File: config.mk
export PLATFORM = sky130hd
export DESIGN_NAME = uart_16550_register_file_core
export DESIGN_NICKNAME = d
export VERILOG_FILES = /design/src/hdl/uart_rf_pkg.sv /design/src/hdl/uart_rf_rx_cell.sv /design/src/hdl/uart_rf_rx_chain.sv /design/src/hdl/uart_16550_register_file_core.sv
export SDC_FILE = /design/constraint.sdc
export NUM_CORES = 1
export LEC_CHECK = 0
export BUFFER_PORTS_ARGS = -buffer_cell sky130_fd_sc_hd__buf_2
export CORE_MARGIN = 8
export CORE_UTILIZATION = 55
export DETAILED_ROUTE_END_ITERATION = 12
export PLACE_DENSITY_LB_ADDON = 0.2
export SETUP_SLACK_MARGIN = 0.1
export SLEW_MARGIN = 0
export SYNTH_ARGS = -nofsm -noshare
export SYNTH_HDL_FRONTEND = slang
export SYNTH_HIERARCHICAL = 1
export SYNTH_SLANG_ARGS = --single-unit
File: constraint.sdc
create_clock -name i_clk -period 12.26 [get_ports i_clk]
set_input_delay 2.452 -clock i_clk [delete_from_list [all_inputs] [get_ports i_clk]]
set_output_delay 2.452 -clock i_clk [all_outputs]
set_load 0.05 [all_outputs]
File: src/hdl/uart_rf_pkg.sv
// Shared types and constants for the 16550-style UART register file.
// Used by the receive cells, the receive chain and the top level.
package uart_rf_pkg;

    // item operations
    localparam logic [1:0] OP_READ  = 2'd0;
    localparam logic [1:0] OP_WRITE = 2'd1;
    localparam logic [1:0] OP_LINE  = 2'd2;

    // register offsets
    localparam logic [2:0] OFF_DATA    = 3'd0;
    localparam logic [2:0] OFF_IER     = 3'd1;
    localparam logic [2:0] OFF_IIR_FCR = 3'd2;
    localparam logic [2:0] OFF_LCR     = 3'd3;
    localparam logic [2:0] OFF_MCR     = 3'd4;
    localparam logic [2:0] OFF_LSR     = 3'd5;
    localparam logic [2:0] OFF_MSR     = 3'd6;
    localparam logic [2:0] OFF_SCR     = 3'd7;

    localparam logic [7:0] LSR_TX_EMPTY = 8'h60;
    localparam logic [7:0] IIR_RX_DATA  = 8'h04;
    localparam logic [7:0] IIR_NONE     = 8'h01;
    localparam logic [7:0] IIR_FIFO_ON  = 8'hC0;

    // one control word per cycle for the receive chain
    typedef struct packed {
        logic       clear;
        logic       push;
        logic       pop;
        logic       overwrite;
        logic [7:0] byte_in;
    } t_rx_ctrl;

    function automatic logic [3:0] trig_level(input logic [1:0] sel);
        logic [3:0] lvl;
        unique case (sel)
            2'd0: lvl = 4'd1;
            2'd1: lvl = 4'd4;
            2'd2: lvl = 4'd8;
            default: lvl = 4'd14;
        endcase
        return lvl;
    endfunction

endpackage

File: src/hdl/uart_rf_rx_cell.sv
// One receive FIFO cell: holds a byte, loads from its upper neighbor on a pop, and takes the
// input byte on a push into its slot or, in cell 0, on an overwrite. Depends on uart_rf_pkg.
module uart_rf_rx_cell #(
    parameter int IDX = 0,
    parameter int CW  = 5
) (
    input  logic                  i_clk,
    input  uart_rf_pkg::t_rx_ctrl i_ctrl,
    input  logic [CW-1:0]         i_count,
    input  logic [7:0]            i_next_data,
    output logic [7:0]            o_data
);
    import uart_rf_pkg::*;

    logic [7:0] r_data;
    logic [7:0] n_data;

    always_comb begin
        n_data = r_data;
        if (i_ctrl.pop) begin
            n_data = i_next_data;
        end else if (i_ctrl.push && i_count == CW'(IDX)) begin
            n_data = i_ctrl.byte_in;
        end else if (i_ctrl.overwrite && IDX == 0) begin
            n_data = i_ctrl.byte_in;
        end
    end

    always_ff @(posedge i_clk) begin
        r_data <= n_data;
    end

    assign o_data = r_data;

endmodule

File: src/hdl/uart_rf_rx_chain.sv
// Receive FIFO as a row of shifting cells with a fill count; head sits in cell 0.
// Depends on uart_rf_pkg and uart_rf_rx_cell.
module uart_rf_rx_chain #(
    parameter int DEPTH = 16,
    parameter int CW    = 5
) (
    input  logic                  i_clk,
    input  logic                  i_rst_n,
    input  uart_rf_pkg::t_rx_ctrl i_ctrl,
    output logic [7:0]            o_head,
    output logic [CW-1:0]         o_count,
    output logic [CW-1:0]         o_count_next
);
    import uart_rf_pkg::*;

    logic [7:0]    w_data [DEPTH];
    logic [CW-1:0] r_count;
    logic [CW-1:0] n_count;

    for (genvar g = 0; g < DEPTH; g++) begin : g_cell
        logic [7:0] w_next;
        if (g == DEPTH - 1) begin : g_last
            assign w_next = 8'h00;
        end else begin : g_mid
            assign w_next = w_data[g+1];
        end
        uart_rf_rx_cell #(.IDX(g), .CW(CW)) u_cell (
            .i_clk       (i_clk),
            .i_ctrl      (i_ctrl),
            .i_count     (r_count),
            .i_next_data (w_next),
            .o_data      (w_data[g])
        );
    end

    always_comb begin
        n_count = r_count;
        priority if (i_ctrl.clear) begin
            n_count = '0;
        end else if (i_ctrl.pop) begin
            n_count = r_count - CW'(1);
        end else if (i_ctrl.push) begin
            n_count = r_count + CW'(1);
        end
    end

    always_ff @(posedge i_clk) begin
        if (!i_rst_n) begin
            r_count <= '0;
        end else begin
            r_count <= n_count;
        end
    end

    assign o_head       = w_data[0];
    assign o_count      = r_count;
    assign o_count_next = n_count;

endmodule

File: src/hdl/uart_16550_register_file_core.sv
// Top level of the 16550-style UART register file: registers, decode, output stage.
// Depends on uart_rf_pkg and uart_rf_rx_chain.
//
//  channel | valid   | ready   | payload
//  --------+---------+---------+---------------------------------------------------
//  in      | i_valid | o_ready | i_operation, i_offset, i_write_data, i_line_byte
//  out     | o_valid | i_ready | o_read_data, o_tx_valid, o_tx_byte, o_irq
//
// Each transfer is decoded and applied combinationally; its result is registered in the output
// register, so one item per cycle is sustained while the output is not stalled.
// The receive FIFO shifts one cell toward the head on each pop.
// Reset (synchronous, active low) clears the control registers, the output valid flag and the FIFO fill count.
// A stalled output holds the result and stops input only while it is not taken.
module uart_16550_register_file_core #(
    parameter int RX_FIFO_DEPTH = 16
) (
    input  logic       i_clk,
    input  logic       i_rst_n,
    input  logic       i_valid,
    output logic       o_ready,
    input  logic [1:0] i_operation,
    input  logic [2:0] i_offset,
    input  logic [7:0] i_write_data,
    input  logic [7:0] i_line_byte,
    output logic       o_valid,
    input  logic       i_ready,
    output logic [7:0] o_read_data,
    output logic       o_tx_valid,
    output logic [7:0] o_tx_byte,
    output logic       o_irq
);
    import uart_rf_pkg::*;

    localparam int CW = $clog2(RX_FIFO_DEPTH + 1);

    logic [7:0] r_dll, n_dll;
    logic [7:0] r_dlh, n_dlh;
    logic [3:0] r_ier, n_ier;
    logic [7:0] r_lcr, n_lcr;
    logic [4:0] r_mcr, n_mcr;
    logic [2:0] r_fcr, n_fcr;
    logic       r_ovr, n_ovr;
    logic [7:0] r_scr, n_scr;

    logic       r_out_valid;
    logic [7:0] r_read_data, n_read_data;
    logic       r_tx_valid, n_tx_valid;
    logic [7:0] r_tx_byte, n_tx_byte;
    logic       r_irq, n_irq;

    t_rx_ctrl      w_ctrl;
    logic [7:0]    w_head;
    logic [CW-1:0] w_count;
    logic [CW-1:0] w_count_next;

    logic w_fire;
    logic w_dlab;
    logic w_loop;
    logic w_full;
    logic w_pend_now;

    // receive interrupt condition, trigger level clamped to the FIFO depth
    function automatic logic rx_pending(input logic [3:0] ier, input logic [2:0] fcr,
                                        input logic [CW-1:0] cnt);
        logic [3:0] lvl;
        lvl = fcr[0] ? trig_level(fcr[2:1]) : 4'd1;
        return ier[0] && ((9'(cnt) >= 9'(lvl)) || (cnt == CW'(RX_FIFO_DEPTH)));
    endfunction

    assign o_ready    = !r_out_valid || i_ready;
    assign w_fire     = i_valid && o_ready;
    assign w_dlab     = r_lcr[7];
    assign w_loop     = r_mcr[4];
    assign w_full     = r_fcr[0] ? (w_count == CW'(RX_FIFO_DEPTH)) : (w_count != '0);
    assign w_pend_now = rx_pending(r_ier, r_fcr, w_count);

    always_comb begin
        logic       push_req;
        logic [7:0] push_byte;
        n_dll = r_dll;
        n_dlh = r_dlh;
        n_ier = r_ier;
        n_lcr = r_lcr;
        n_mcr = r_mcr;
        n_fcr = r_fcr;
        n_ovr = r_ovr;
        n_scr = r_scr;
        n_read_data = 8'h00;
        n_tx_valid  = 1'b0;
        n_tx_byte   = 8'h00;
        w_ctrl      = '0;
        push_req    = 1'b0;
        push_byte   = i_write_data;

        if (w_fire) begin
            unique case (i_operation)
                OP_READ: begin
                    unique case (i_offset)
                        OFF_DATA: begin
                            if (w_dlab) begin
                                n_read_data = r_dll;
                            end else if (w_count != '0) begin
                                n_read_data = w_head;
                                w_ctrl.pop  = 1'b1;
                            end
                        end
                        OFF_IER:     n_read_data = w_dlab ? r_dlh : {4'h0, r_ier};
                        OFF_IIR_FCR: begin
                            n_read_data = (w_pend_now ? IIR_RX_DATA : IIR_NONE)
                                        | (r_fcr[0] ? IIR_FIFO_ON : 8'h00);
                        end
                        OFF_LCR:     n_read_data = r_lcr;
                        OFF_MCR:     n_read_data = {3'b000, r_mcr};
                        OFF_LSR: begin
                            n_read_data = LSR_TX_EMPTY | {6'b0, r_ovr, (w_count != '0)};
                            n_ovr       = 1'b0;
                        end
                        OFF_MSR: begin
                            if (w_loop) begin
                                n_read_data = {r_mcr[3], r_mcr[2], r_mcr[0], r_mcr[1], 4'h0};
                            end
                        end
                        default:     n_read_data = r_scr;
                    endcase
                end
                OP_WRITE: begin
                    unique case (i_offset)
                        OFF_DATA: begin
                            if (w_dlab) begin
                                n_dll = i_write_data;
                            end else if (w_loop) begin
                                push_req = 1'b1;
                            end else begin
                                n_tx_valid = 1'b1;
                                n_tx_byte  = i_write_data;
                            end
                        end
                        OFF_IER: begin
                            if (w_dlab) begin
                                n_dlh = i_write_data;
                            end else begin
                                n_ier = i_write_data[3:0];
                            end
                        end
                        OFF_IIR_FCR: begin
                            if (i_write_data[0] != r_fcr[0]) begin
                                w_ctrl.clear = 1'b1;
                            end
                            if (i_write_data[0]) begin
                                if (i_write_data[1]) begin
                                    w_ctrl.clear = 1'b1;
                                end
                                n_fcr = {i_write_data[7:6], 1'b1};
                            end else begin
                                n_fcr = {r_fcr[2:1], 1'b0};
                            end
                        end
                        OFF_LCR: n_lcr = i_write_data;
                        OFF_MCR: n_mcr = i_write_data[4:0];
                        OFF_SCR: n_scr = i_write_data;
                        default: ;
                    endcase
                end
                OP_LINE: begin
                    if (!w_loop) begin
                        push_req  = 1'b1;
                        push_byte = i_line_byte;
                    end
                end
                default: ;
            endcase
        end

        // accept the byte while there is room, otherwise flag overrun and, with the FIFO off, overwrite the held byte
        w_ctrl.byte_in = push_byte;
        if (push_req) begin
            if (!w_full) begin
                w_ctrl.push = 1'b1;
            end else begin
                n_ovr = 1'b1;
                w_ctrl.overwrite = !r_fcr[0];
            end
        end
    end

    assign n_irq = rx_pending(n_ier, n_fcr, w_count_next) && n_mcr[3];

    uart_rf_rx_chain #(.DEPTH(RX_FIFO_DEPTH), .CW(CW)) u_rx (
        .i_clk        (i_clk),
        .i_rst_n      (i_rst_n),
        .i_ctrl       (w_ctrl),
        .o_head       (w_head),
        .o_count      (w_count),
        .o_count_next (w_count_next)
    );

    always_ff @(posedge i_clk) begin
        if (!i_rst_n) begin
            r_dll       <= '0;
            r_dlh       <= '0;
            r_ier       <= '0;
            r_lcr       <= '0;
            r_mcr       <= '0;
            r_fcr       <= '0;
            r_ovr       <= 1'b0;
            r_scr       <= '0;
            r_out_valid <= 1'b0;
        end else begin
            r_dll <= n_dll;
            r_dlh <= n_dlh;
            r_ier <= n_ier;
            r_lcr <= n_lcr;
            r_mcr <= n_mcr;
            r_fcr <= n_fcr;
            r_ovr <= n_ovr;
            r_scr <= n_scr;
            if (w_fire) begin
                r_out_valid <= 1'b1;
            end else if (i_ready) begin
                r_out_valid <= 1'b0;
            end
        end
    end

    // hold the result until it is taken
    always_ff @(posedge i_clk) begin
        if (w_fire) begin
            r_read_data <= n_read_data;
            r_tx_valid  <= n_tx_valid;
            r_tx_byte   <= n_tx_byte;
            r_irq       <= n_irq;
        end
    end

    assign o_valid     = r_out_valid;
    assign o_read_data = r_read_data;
    assign o_tx_valid  = r_tx_valid;
    assign o_tx_byte   = r_tx_byte;
    assign o_irq       = r_irq;

endmodule

==> results.txt <==
The most frequently used flop master after synthesis is edfxtp_1. Across every metal layer, demand over resource in global routing totals 0.178. The setup total negative slack came out at 0 ns. After layout, the minimum clock period comes to 6.56 ns. The maximum buffer depth of the clock tree is 2.

The count of different cell masters after synthesis is 62. Leaving out fill and tap cells, the most frequent cell in the layout is edfxtp_1. At the later pin of the worst-skew pair, clock insertion delay measures 0.43 ns.

The pin count of the biggest net entering global routing came out at 61. Setup repair after global routing left no endpoint under its margin. The number of buffers inserted for hold repair after clock tree synthesis is 0. The number of setup violations in the final report is 0. The run finished with clean final reports.

Gates resized during post-CTS repair numbered 0. The arrival time reported for the critical path endpoint came out at 6.65 ns. The number of vias per cell after detailed routing came out at 5.91. The H-tree depth is 4.

After detailed routing, the total wire length is 20.6 mm. The clock transition at the registers of the reported paths came out at 0.07 ns. Leaving out fill and tap cells, the most frequent cells in the layout are edfxtp_1 (146), mux2_4 (129), nor2b_1 (51), dfxtp_1 (51), mux2i_1 (47). Across the VDD grid, the largest voltage drop is 0.105 mV. The via count of the first global-routing pass is 5968. The cell sitting at the root of the clock tree is a clkbuf_16. For this run, the register share of the synthesized area comes to 0.533.

The effective utilization at floorplan came out at 0.563. The initial antenna violation count came out at 0. The routed layout has 5839 vias.

The count of final max-slew check failures is 0. The share of final-layout standard cells stronger than drive strength 1 is 0.331. The worst path required time came out at 12.35 ns. The category of the worst setup path launch point is an input port. Yosys mapped a number of flops with a built-in enable equal to 146.

The count of nets left with antenna violations after detail routing is 0. The clock skew came out at 0.00956 ns. The post-route fraction of the period consumed by the critical path came out at 0.535. For this design the ratio of total power to cell area is 123 nW/um^2.

The number of violations of the max-capacitance limit came out at 0. The total clock sinks is 197. The tightest min-delay check is of the flop to flop type. In this run the core area contains 49 standard-cell rows. The gate count after technology mapping came out at 713.

The achievable frequency is 0.152 GHz. The first-pass GRT wire length is 33.4 mm. The antenna diode count is 0. The static leakage is 4.03 nW. STA classifies the critical path endpoint as a flop.

The count of nets after finishing came out at 784. Clock tree synthesis inserted a total of 17 buffers. Compared with the post-synthesis result, the final layout area differs by 7.73%. The count of state elements after synthesis is 197. The yosys synthesis warning count is 6. The number of setup buffers added after CTS is 0.

The fraction of synthesis flops using an asynchronous set or reset pin is 0. The chip height is 152 um. The max-slew headroom at the worst pin came out at 0.140. The cell area after placement came out at 10400 um^2. The cell area after synthesis came out at 10100 um^2. The overall overflow remaining after global route is 0. The number of hold violations in the final report is 0. The final HPWL from detailed placement came out at 13.2 mm.

In this run, the number of DRC markers left after iteration 0 of detailed routing was 434. During I/O placement, the number of pins put on the boundary was 45. The die is 152 um wide. The first detailed-routing pass took 5 iterations. Of all nets on the critical path, the largest fanout is 60.

The slack of the worst reg-to-reg path is 7.34 ns. Buffers placed on the I/O ports in this run total 44. The die covers 23100 um^2. The average wire per standard cell came out at 20.9 um. The transition time of the tightest slew-check pin is 1.28 ns. The post-route DRC violation count is 0. The routability congestion estimate from global placement is 0.933. The final design instance area without fill came out at 10900 um^2. TritonCTS built the clock tree.

The critical path is of the input port to flop type. A synthesized cell averages 14.2 um^2. The area of the core came out at 18000 um^2.
## metrics by stage
step                      instances  total power, W  utilization  hold slack [ns]  setup slack, ns
final                           988         0.00135        0.606            0.504             5.70
after global routing            988         0.00139        0.606            0.523             5.45
after CTS                       988         0.00136        0.606            0.505             5.80
after detailed placement        956        0.000855        0.577            0.498             5.34
after global placement          956        0.000851        0.577            0.494             5.58
after floorplan                 720        0.000827            -            0.438             6.41
## worst max-delay path: stages
cell,delay [ns]
buf_2,0.21
nor4_1,0.52
nor2b_2,0.49
and3_4,0.75
buf_4,0.87
buf_4,0.81
a31o_1,0.43
## cell type report
| type | instances | area [um^2] |
|---|---|---|
| Clock buffer | 17 | 425 |
| Tap cell | 229 | 287 |
| Timing Repair Buffer | 48 | 250 |
| Multi-Input combinational cell | 463 | 4390 |
| Fill cell | 1402 | 7090 |
| Clock inverter | 15 | 103 |
| Sequential cell | 197 | 5410 |
| Inverter | 19 | 71.3 |
## cells by family (layout without fill, tap and decap cells)
family	after synthesis	after routing	share of synthesized area
flops	197	197	0.533
mux	190	190	0.253
simple gates	173	173	0.106
compound gates	79	79	0.0543
buf+inv	60	99	0.0376
fa+ha+maj	13	13	0.0160
other cells	1	8	0.000370
## flip-flops by register name (all words and copies together), names as in the netlist
| register | count |
|---|---|
| r_dlh | 8 |
| r_scr | 8 |
| o_irq | 1 |
| r_ovr | 1 |
| r_fcr | 3 |
| r_lcr | 8 |
| o_tx_byte | 8 |
| r_ier | 4 |
| u_rx/o_count | 5 |
| r_dll | 8 |
| u_rx/g_cell.u_cell/o_data | 128 |
| r_mcr | 5 |
| o_valid | 1 |
| o_tx_valid | 1 |
| o_read_data | 8 |
## Yosys cell counts, drive strengths merged (3+ instances only)
cell      n  area share
nor4b     4      0.0059
ha       13       0.016
mux2    143        0.21
o21ai    23       0.011
inv      19      0.0070
a22oi     3      0.0022
clkbuf   13      0.0049
and4b     3      0.0030
mux2i    47       0.046
nor2b    52       0.032
a21o      3      0.0025
edfxtp  146        0.43
a31o     13       0.011
nand2b    8      0.0052
a31oi     8      0.0049
a211oi    3      0.0022
buf      28       0.026
nand3    10      0.0049
nand4     3      0.0018
and3      6      0.0038
nor3      8      0.0039
a21boi    3      0.0022
dfxtp    51        0.10
a21oi    10      0.0049
nor3b     5      0.0047
nor4bb    6      0.0059
and2     12      0.0075
nor2     17      0.0070
nand2    29       0.011
## path summary, 6_finish.rpt
kind,startpoint,end,cells past startpoint
hold / removal,r_ovr,r_ovr,2
setup / recovery,i_offset[0],u_rx/g_cell[3].u_cell/o_data[3],7
hold reg to reg,r_ovr,r_ovr,2
setup reg to reg,u_rx/o_count[0],u_rx/g_cell[3].u_cell/o_data[3],7
## where the power goes
group / total [W] / switching [W] / internal [W]
Sequential: 0.000726 / 0.00000314 / 0.000723
Combinational: 0.000115 / 0.0000609 / 0.0000543
Clock: 0.000506 / 0.000246 / 0.000260
Total: 0.00135 / 0.000310 / 0.00104
## per-layer routing
layer	up-vias	wire (um)	track usage
met5	-	0	0
met1	2934	9620	0.243
met3	27	1070	0.0387
li1	2715	-	-
met2	163	9690	0.283
met4	0	237	0.0476
No activity file was read; power rests on OpenSTA's default activity.
